## config.mk

```make
export PLATFORM = sky130hd
export DESIGN_NAME = biquad_df1_filter
export DESIGN_NICKNAME = d
export VERILOG_FILES = /design/src/hw/rtl/bqd_pkg.sv /design/src/hw/rtl/biquad_df1_filter.sv
export SDC_FILE = /design/constraint.sdc
export NUM_CORES = 2
export LEC_CHECK = 0
export ABC_AREA = 0
export BUFFER_PORTS_ARGS = -buffer_cell sky130_fd_sc_hd__buf_4
export CORE_MARGIN = 5
export CORE_UTILIZATION = 60
export DETAILED_ROUTE_END_ITERATION = 7
export HOLD_SLACK_MARGIN = 0.06
export PLACE_DENSITY = 0.84
export SETUP_SLACK_MARGIN = 0.02
export SLEW_MARGIN = 40
export SYNTH_ARGS = -nofsm -noshare
export SYNTH_HDL_FRONTEND = slang
export SYNTH_SLANG_ARGS = --single-unit
```

## constraint.sdc

```tcl
create_clock -name clk -period 16.4 [get_ports clk]
set_input_delay 0.82 -clock clk [delete_from_list [all_inputs] [get_ports clk]]
set_output_delay 0.82 -clock clk [all_outputs]
set_load 0.1 [all_outputs]
```

## src/hw/rtl/bqd_pkg.sv

```systemverilog
// ----------------------------------------------------------------------------
// bqd_pkg
// shared types and constants of the direct-form-I biquad
// ----------------------------------------------------------------------------
package bqd_pkg;

	localparam int COEF_W    = 24;
	localparam int GAIN_W    = 24;
	localparam int COEF_FRAC = 21;
	localparam int GAIN_FRAC = 20;
	localparam int CFG_IDX_W = 3;
	localparam int STEP_W    = 3;

	// register indexes of the configuration port
	localparam logic [CFG_IDX_W-1:0] REG_FF_COEF0 = 3'd0;
	localparam logic [CFG_IDX_W-1:0] REG_FF_COEF1 = 3'd1;
	localparam logic [CFG_IDX_W-1:0] REG_FF_COEF2 = 3'd2;
	localparam logic [CFG_IDX_W-1:0] REG_FB_COEF1 = 3'd3;
	localparam logic [CFG_IDX_W-1:0] REG_FB_COEF2 = 3'd4;
	localparam logic [CFG_IDX_W-1:0] REG_OUT_GAIN = 3'd5;

	localparam logic [GAIN_W-1:0] GAIN_UNITY = 24'd1048576;

	// product steps of the shared multiplier
	localparam logic [STEP_W-1:0] STEP_FF0 = 3'd0;
	localparam logic [STEP_W-1:0] STEP_FF1 = 3'd1;
	localparam logic [STEP_W-1:0] STEP_FF2 = 3'd2;
	localparam logic [STEP_W-1:0] STEP_FB1 = 3'd3;
	localparam logic [STEP_W-1:0] STEP_FB2 = 3'd4;

	typedef enum logic [5:0] {
		ST_IDLE  = 6'b000001,
		ST_MAC   = 6'b000010,
		ST_ACC   = 6'b000100,
		ST_ROUND = 6'b001000,
		ST_GAIN  = 6'b010000,
		ST_OUT   = 6'b100000
	} state_t;

endpackage

```

## src/hw/rtl/biquad_df1_filter.sv

```systemverilog
// ----------------------------------------------------------------------------
// biquad_df1_filter
// direct-form-I biquad with per-channel history held in a small memory
// ----------------------------------------------------------------------------
//
// channel  group                   fields (lsb first)
// input    s_axis_t*               tdata: sample_in   tuser: chan
// output   m_axis_t*               tdata: sample_out  tuser: chan_out
// config   cfg_wr_en/index/data    ff_coef0..2, fb_coef1..2, out_gain
//
// each item runs from transfer to the next free slot in steps: five products
// through one shared multiplier, accumulate, round, gain product, output
// the history word of a channel is read at the transfer and written back
// once y is known, before the next item can be taken
// reset clears the per-channel valid bits; no clearing pass is run
// a result waiting on m_axis_tready holds the block in its last step only

module biquad_df1_filter #(
	parameter int CHANNELS    = 2,
	parameter int SAMPLE_BITS = 24
) (
	input  logic                                   clk,
	input  logic                                   arst_n,
	input  logic                                   s_axis_tvalid,
	output logic                                   s_axis_tready,
	input  logic [((SAMPLE_BITS+7)/8)*8-1:0]       s_axis_tdata,  // sample_in
	input  logic                                   s_axis_tuser,  // chan
	output logic                                   m_axis_tvalid,
	input  logic                                   m_axis_tready,
	output logic [((SAMPLE_BITS+7)/8)*8-1:0]       m_axis_tdata,  // sample_out
	output logic                                   m_axis_tuser,  // chan_out
	input  logic                                   cfg_wr_en,
	input  logic [bqd_pkg::CFG_IDX_W-1:0]          cfg_index,
	input  logic [bqd_pkg::COEF_W-1:0]             cfg_data
);

	localparam int SB      = SAMPLE_BITS;
	localparam int TDATA_W = ((SAMPLE_BITS + 7) / 8) * 8;
	localparam int IDX_W   = (CHANNELS > 1) ? $clog2(CHANNELS) : 1;
	localparam int MUL_A_W = bqd_pkg::COEF_W + 1;
	localparam int PROD_W  = MUL_A_W + SB;
	localparam int ACC_W   = SB + 26;
	localparam int WIDE_W  = SB + 5;
	localparam int HIST_W  = 4 * SB;

	localparam logic signed [ACC_W-1:0]  ACC_HALF = ACC_W'(1) << (bqd_pkg::COEF_FRAC - 1);
	localparam logic signed [PROD_W-1:0] G_HALF   = PROD_W'(1) << (bqd_pkg::GAIN_FRAC - 1);
	localparam logic signed [SB-1:0]     S_MAX    = {1'b0, {(SB-1){1'b1}}};
	localparam logic signed [SB-1:0]     S_MIN    = {1'b1, {(SB-1){1'b0}}};

	function automatic logic [SB-1:0] sat_sample(input logic signed [WIDE_W-1:0] v);
		logic [SB-1:0] r;
		if (v > WIDE_W'(S_MAX))
			r = S_MAX;
		else if (v < WIDE_W'(S_MIN))
			r = S_MIN;
		else
			r = v[SB-1:0];
		return r;
	endfunction

	// configuration registers
	logic signed [bqd_pkg::COEF_W-1:0] ff_coef0_q, ff_coef1_q, ff_coef2_q;
	logic signed [bqd_pkg::COEF_W-1:0] fb_coef1_q, fb_coef2_q;
	logic        [bqd_pkg::GAIN_W-1:0] out_gain_q;

	always_ff @(posedge clk or negedge arst_n) begin
		if (!arst_n) begin
			ff_coef0_q <= '0;
			ff_coef1_q <= '0;
			ff_coef2_q <= '0;
			fb_coef1_q <= '0;
			fb_coef2_q <= '0;
			out_gain_q <= bqd_pkg::GAIN_UNITY;
		end else if (cfg_wr_en) begin
			case (cfg_index)
				bqd_pkg::REG_FF_COEF0: ff_coef0_q <= cfg_data;
				bqd_pkg::REG_FF_COEF1: ff_coef1_q <= cfg_data;
				bqd_pkg::REG_FF_COEF2: ff_coef2_q <= cfg_data;
				bqd_pkg::REG_FB_COEF1: fb_coef1_q <= cfg_data;
				bqd_pkg::REG_FB_COEF2: fb_coef2_q <= cfg_data;
				bqd_pkg::REG_OUT_GAIN: out_gain_q <= cfg_data;
				default: begin
				end
			endcase
		end
	end

	// control
	bqd_pkg::state_t             state_q;
	logic [bqd_pkg::STEP_W-1:0]  step_q;
	logic                        in_xfer;
	logic                        out_load;
	logic [IDX_W-1:0]            idx_in;

	assign s_axis_tready = (state_q == bqd_pkg::ST_IDLE);
	assign in_xfer       = s_axis_tvalid && s_axis_tready;
	assign out_load      = (state_q == bqd_pkg::ST_OUT) && (!m_axis_tvalid || m_axis_tready);
	assign idx_in        = (CHANNELS == 1) ? '0 : IDX_W'(s_axis_tuser);

	always_ff @(posedge clk or negedge arst_n) begin
		if (!arst_n) begin
			state_q <= bqd_pkg::ST_IDLE;
			step_q  <= '0;
		end else begin
			case (state_q)
				bqd_pkg::ST_IDLE: begin
					if (in_xfer) begin
						state_q <= bqd_pkg::ST_MAC;
						step_q  <= bqd_pkg::STEP_FF0;
					end
				end
				bqd_pkg::ST_MAC: begin
					if (step_q == bqd_pkg::STEP_FB2)
						state_q <= bqd_pkg::ST_ACC;
					else
						step_q <= step_q + 1'b1;
				end
				bqd_pkg::ST_ACC:   state_q <= bqd_pkg::ST_ROUND;
				bqd_pkg::ST_ROUND: state_q <= bqd_pkg::ST_GAIN;
				bqd_pkg::ST_GAIN:  state_q <= bqd_pkg::ST_OUT;
				bqd_pkg::ST_OUT: begin
					if (out_load)
						state_q <= bqd_pkg::ST_IDLE;
				end
				default: state_q <= bqd_pkg::ST_IDLE;
			endcase
		end
	end

	// item registers
	logic signed [SB-1:0] x_q;
	logic                 chan_q;
	logic [IDX_W-1:0]     idx_q;

	always_ff @(posedge clk) begin
		if (in_xfer) begin
			x_q    <= s_axis_tdata[SB-1:0];
			chan_q <= s_axis_tuser;
			idx_q  <= idx_in;
		end
	end

	// history memory: {y2, y1, x2, x1} per channel
	logic [HIST_W-1:0]   hist_mem [CHANNELS];
	logic [HIST_W-1:0]   hist_rd_q;
	logic                hist_rd_vld_q;
	logic [CHANNELS-1:0] hist_vld_q;
	logic [HIST_W-1:0]   hist_word;
	logic signed [SB-1:0] hx1, hx2, hy1, hy2;
	logic signed [SB-1:0] y_sat;
	logic signed [SB-1:0] y_sat_q;

	assign hist_word = hist_rd_vld_q ? hist_rd_q : '0;
	assign hx1       = hist_word[SB-1:0];
	assign hx2       = hist_word[2*SB-1:SB];
	assign hy1       = hist_word[3*SB-1:2*SB];
	assign hy2       = hist_word[4*SB-1:3*SB];

	always_ff @(posedge clk) begin
		if (state_q == bqd_pkg::ST_ROUND)
			hist_mem[idx_q] <= {hy1, y_sat, hx1, x_q};
		if (in_xfer)
			hist_rd_q <= hist_mem[idx_in];
	end

	always_ff @(posedge clk or negedge arst_n) begin
		if (!arst_n) begin
			hist_vld_q    <= '0;
			hist_rd_vld_q <= 1'b0;
		end else begin
			if (state_q == bqd_pkg::ST_ROUND)
				hist_vld_q[idx_q] <= 1'b1;
			if (in_xfer)
				hist_rd_vld_q <= hist_vld_q[idx_in];
		end
	end

	// shared multiplier
	logic signed [MUL_A_W-1:0] mul_a;
	logic signed [SB-1:0]      mul_b;
	logic                      mul_sub;
	logic signed [PROD_W-1:0]  prod_s1;
	logic                      sub_s1;

	always_comb begin
		mul_a   = {ff_coef0_q[bqd_pkg::COEF_W-1], ff_coef0_q};
		mul_b   = x_q;
		mul_sub = 1'b0;
		// gain product held while the result waits
		if ((state_q == bqd_pkg::ST_GAIN) || (state_q == bqd_pkg::ST_OUT)) begin
			mul_a = {1'b0, out_gain_q};
			mul_b = y_sat_q;
		end else begin
			case (step_q)
				bqd_pkg::STEP_FF0: begin
					mul_a = {ff_coef0_q[bqd_pkg::COEF_W-1], ff_coef0_q};
					mul_b = x_q;
				end
				bqd_pkg::STEP_FF1: begin
					mul_a = {ff_coef1_q[bqd_pkg::COEF_W-1], ff_coef1_q};
					mul_b = hx1;
				end
				bqd_pkg::STEP_FF2: begin
					mul_a = {ff_coef2_q[bqd_pkg::COEF_W-1], ff_coef2_q};
					mul_b = hx2;
				end
				bqd_pkg::STEP_FB1: begin
					mul_a   = {fb_coef1_q[bqd_pkg::COEF_W-1], fb_coef1_q};
					mul_b   = hy1;
					mul_sub = 1'b1;
				end
				bqd_pkg::STEP_FB2: begin
					mul_a   = {fb_coef2_q[bqd_pkg::COEF_W-1], fb_coef2_q};
					mul_b   = hy2;
					mul_sub = 1'b1;
				end
				default: begin
				end
			endcase
		end
	end

	always_ff @(posedge clk) begin
		prod_s1 <= mul_a * mul_b;
		sub_s1  <= mul_sub;
	end

	// accumulate, round and saturate
	logic signed [ACC_W-1:0]  acc_q;
	logic signed [ACC_W-1:0]  acc_rnd;
	logic signed [WIDE_W-1:0] y_wide;
	logic                     acc_en;

	assign acc_en  = ((state_q == bqd_pkg::ST_MAC) && (step_q != bqd_pkg::STEP_FF0))
		|| (state_q == bqd_pkg::ST_ACC);
	assign acc_rnd = acc_q + ACC_HALF;
	assign y_wide  = acc_rnd[ACC_W-1:bqd_pkg::COEF_FRAC];
	assign y_sat   = sat_sample(y_wide);

	always_ff @(posedge clk) begin
		if (in_xfer)
			acc_q <= '0;
		else if (acc_en)
			acc_q <= sub_s1 ? acc_q - ACC_W'(prod_s1) : acc_q + ACC_W'(prod_s1);
		if (state_q == bqd_pkg::ST_ROUND)
			y_sat_q <= y_sat;
	end

	// gain rounding and output register
	logic signed [PROD_W-1:0] g_rnd;
	logic signed [WIDE_W-1:0] g_wide;
	logic [SB-1:0]            out_data_q;
	logic                     out_chan_q;
	logic                     out_vld_q;

	assign g_rnd  = prod_s1 + G_HALF;
	assign g_wide = g_rnd[PROD_W-1:bqd_pkg::GAIN_FRAC];

	always_ff @(posedge clk or negedge arst_n) begin
		if (!arst_n) begin
			out_vld_q <= 1'b0;
		end else if (out_load) begin
			out_vld_q <= 1'b1;
		end else if (m_axis_tready) begin
			out_vld_q <= 1'b0;
		end
	end

	always_ff @(posedge clk) begin
		if (out_load) begin
			out_data_q <= sat_sample(g_wide);
			out_chan_q <= chan_q;
		end
	end

	assign m_axis_tvalid = out_vld_q;
	assign m_axis_tdata  = TDATA_W'(out_data_q);
	assign m_axis_tuser  = out_chan_q;

`ifndef SYNTH
	a_state_onehot: assert property (@(posedge clk) disable iff (!arst_n)
		$onehot(state_q))
		else $error("state register not one-hot");

	a_xfer_starts_mac: assert property (@(posedge clk) disable iff (!arst_n)
		in_xfer |=> (state_q == bqd_pkg::ST_MAC) && (step_q == bqd_pkg::STEP_FF0))
		else $error("input transfer did not start the product sequence");

	a_step_bound: assert property (@(posedge clk) disable iff (!arst_n)
		(state_q == bqd_pkg::ST_MAC) |-> (step_q <= bqd_pkg::STEP_FB2))
		else $error("product step out of range");

	a_hist_marked: assert property (@(posedge clk) disable iff (!arst_n)
		(state_q == bqd_pkg::ST_ROUND) |=> hist_vld_q[idx_q])
		else $error("history entry not marked valid after write-back");

	a_result_loaded: assert property (@(posedge clk) disable iff (!arst_n)
		out_load |=> m_axis_tvalid && (m_axis_tuser == $past(chan_q)))
		else $error("result not presented with its channel");
`endif

endmodule
```

==> results.md <==
- Status: finished clean
- Critical path capture point type: register
- Vias/cell: slightly above 6
- Mean area per synthesized cell: 10.6 um2
- Min Tclk post-route: 9.97 ns
- Global-route wire length before repair: 209000 um
- Initial antenna violation count: 1
- Final Util: 65.6%
- Die X: 298 um
- Sequential area share after synthesis: 33.8%
- Area taken by multi-input logic gates: 29700 um2
- ANT nets after route: 0
- Top layer in use: met4
- First-iteration detailed-routing DRC count: 3664
- DIE HEIGHT: 298 um
- Crit share post-route: 60.8%
- Register Area: 16800 um2
- Worst slew pin tran: slightly below 0.9 ns
- H-tree depth: 3
- Worst slew margin: 40.4%
- Met3 Wirelength: 14900 um
- Num rows: 105
- Max Cap Viol: 0
- Mapped Cells: 4706
- Area grow syn2layout: 8.46%
- Fillers: slightly below 6k
- Post-cts hold buffer count: 0
- Final hold viol count: 0
- Most frequent cell on the critical path: fa_1
- Top cell type by total area after synthesis: fa_1
- RSZ-0062 raised after global routing: false
- Vias in the first global route: between 30k and 40k
- Die ar.: ~89000 um2
- Post-synth net total: roughly 5.6k
- Unique masters post-synth: 82
- Flops & latches, synth: 619
- CTS buffer count: 67
- Grt ovf: 0
- Setup Buffers After CTS: 0
- Yosys top cell area share: 25.4%
- Crit-path max FO: 64
- Mapped Area: a little under 50000 um2
- # setup viols final: 0
- Clk buf depth: 3
- IO Count: 84
- Met1 wire length: 51200 um
- DRT Wirelength: around 130000 um
- Setup TNS: 0 ns
- Max Freq: 100 MHz
- Ys Warns: 0
- Placed cell count: 5712
- Clock-pin slew on the worst setup and hold paths: ~0.06 ns
- Core area: a little over 80000 um2
- R2r setup slk: 6.43 ns
- CP max stage delay: about 0.70 ns
- RePlAce Congestion: 0.980
- Worst min-delay path class: in2async
- Share of cells above drive strength 1: 12.5%
- Final non-filler cell total: 5834
- Worst-skew pair later-pin latency: 0.63 ns
- CTS tree: done
- DR DRC count: 0
- Total number of vias: about 35k
- Root Driver: clkbuf_16
- Port buffer count: 83
- CP Launch Type: register
- WL/cell: 22.5 um
- Type of the worst setup path: reg2reg
- CP arrival: between 10 and 15 ns
- Gr usage total: around 30%
- Pin count of the biggest net entering global routing: 91
- Hold WS: between 0.2 and 0.25 ns
- Synth top area cells: fa_1 (25%), edfxtp_1 (22%), dfrtp_1 (7.8%), mux2_2 (5.5%), inv_1 (5.2%)
- Met2 routed WL: 59300 um
- Ys flop type: edfxtp_1
- R2r endpoint: prod_s1[48]
- Post-DP HPWL: 97600 um
- Crit path from: state_q[2]
- Resize count post-CTS: 0
- Fraction of registers with async set/reset: 25.4%
- RR Startpoint: state_q[2]
- Clk_skew: 0.0329 ns
- CP max-delay cell: buf_4
- Clock Sinks: ~620
- Initial Utilization: about three fifths
- CP required: between 15 and 20 ns
- Reg2Reg Depth: 32
- Nets@finish: 5594
- First-pass detailed-route iteration total: 6
- Final Max Slew Viols: 0
- EDFF count, synth: around 360
==> cells in the mapped netlist, drive strengths merged (8+ instances only) <==
cell / instances
nor2b: 26
xnor2: 141
a211oi: 17
or3: 9
a21oi: 204
buf: 29
o211ai: 8
nor3: 36
nor3b: 9
o21ai: 120
nand4: 21
a31oi: 27
fa: 630
a31o: 20
nand2b: 29
xor2: 50
inv: 693
a221o: 26
a21o: 57
and2: 106
dfxtp: 100
o21bai: 19
o21a: 26
nand3: 51
dfrtp: 155
nand2: 564
mux2: 241
nor4: 11
nor2: 316
a22o: 24
ha: 195
and3: 32
clkbuf: 194
or2: 11
a22oi: 68
edfxtp: 362
a221oi: 9
==> sequential cells by signal, summed over array words and instances (netlist names), 2 cells and up <==
| name | count |
|---|---|
| hist_rd_q | 96 |
| y_sat_q | 24 |
| hist_vld_q | 2 |
| x_q | 24 |
| fb_coef2_q | 24 |
| fb_coef1_q | 24 |
| out_gain_q | 24 |
| hist_mem | 192 |
| ff_coef0_q | 24 |
| ff_coef2_q | 24 |
| ff_coef1_q | 24 |
| step_q | 3 |
| state_q | 6 |
| acc_q | 50 |
| m_axis_tdata | 24 |
| prod_s1 | 49 |
==> placed cells by master, fill, tap and decap left out, drive strengths merged, types with 20 or more instances in the layout <==
cell type	instances
fa	630
nor3	36
nor2	316
mux2	241
dfrtp	155
a21oi	204
and3	32
a221o	26
a21o	57
nand2b	29
inv	694
xor2	50
ha	195
nand4	21
buf	160
o21ai	120
a22o	24
xnor2	141
and2	106
a22oi	68
nand3	51
dfxtp	100
a31oi	27
nand2	564
o21a	26
clkinv	26
edfxtp	362
clkbuf	89
a31o	20
nor2b	26
==> layer usage <==
| layer | track usage (%) | vias up |
|---|---|---|
| met5 | 0 | - |
| met4 | 11.7 | 0 |
| met3 | 8.68 | 366 |
| met2 | 45.5 | 1939 |
| met1 | 40.8 | 17651 |
| li1 | - | 15370 |
==> worst max-delay path: cells and delay by family (launching register included) <==
kind                       cells  cell delay (ns)
buffers and inverters          8             2.14
and+or+nand+nor                6             0.84
AOI/OAI and AO/OA             10             2.55
adders and majority gates      8             3.81
DFF                            1             0.45
==> worst max-delay path by stage <==
stage / endpoint / slack (ns)
floorplan: prod_s1[48] / 7.70
global placement: prod_s1[48] / 6.54
detailed placement: prod_s1[48] / 6.42
CTS: prod_s1[48] / 6.35
global route: prod_s1[48] / 5.92
finish: prod_s1[48] / 6.43
==> cell type report <==
type | instances | area share (%)
well taps | 1070 | 2.48
diodes | 1 | 0.00464
clock inverters | 32 | 0.650
multi-input cells | 3170 | 55.0
flip-flops and latches | 619 | 31.2
repair buffers | 161 | 2.41
inverters | 693 | 4.84
clock buffers | 88 | 3.41
==> logic make-up (layout without fill, tap and decap cells) <==
| family | count (synthesis) | after routing | synth area share [%] |
|---|---|---|---|
| buffers and inverters | 917 | 974 | 7.04 |
| DFF | 619 | 619 | 33.8 |
| adders and majority gates | 825 | 825 | 30.3 |
| and+or+nand+nor | 1246 | 1246 | 11.3 |
| other | 0 | 1 | 0 |
| muxes | 247 | 247 | 5.58 |
| AOI/OAI and AO/OA | 661 | 661 | 8.65 |
| xor gates and xnor gates | 191 | 191 | 3.37 |
==> per-stage QoR <==
step | cell area, um2 | setup WS (ns)
3_3_place_gp | 51500 | 6.54
5_1_grt | 53900 | 5.92
6_report | 53900 | 6.43
4_1_cts | 53800 | 6.35
2_1_floorplan | 49700 | 7.70
3_5_place_dp | 51700 | 6.42
Power is not shown: default switching activity piles up to over one toggle a cycle in this logic, so the estimate is an artifact.
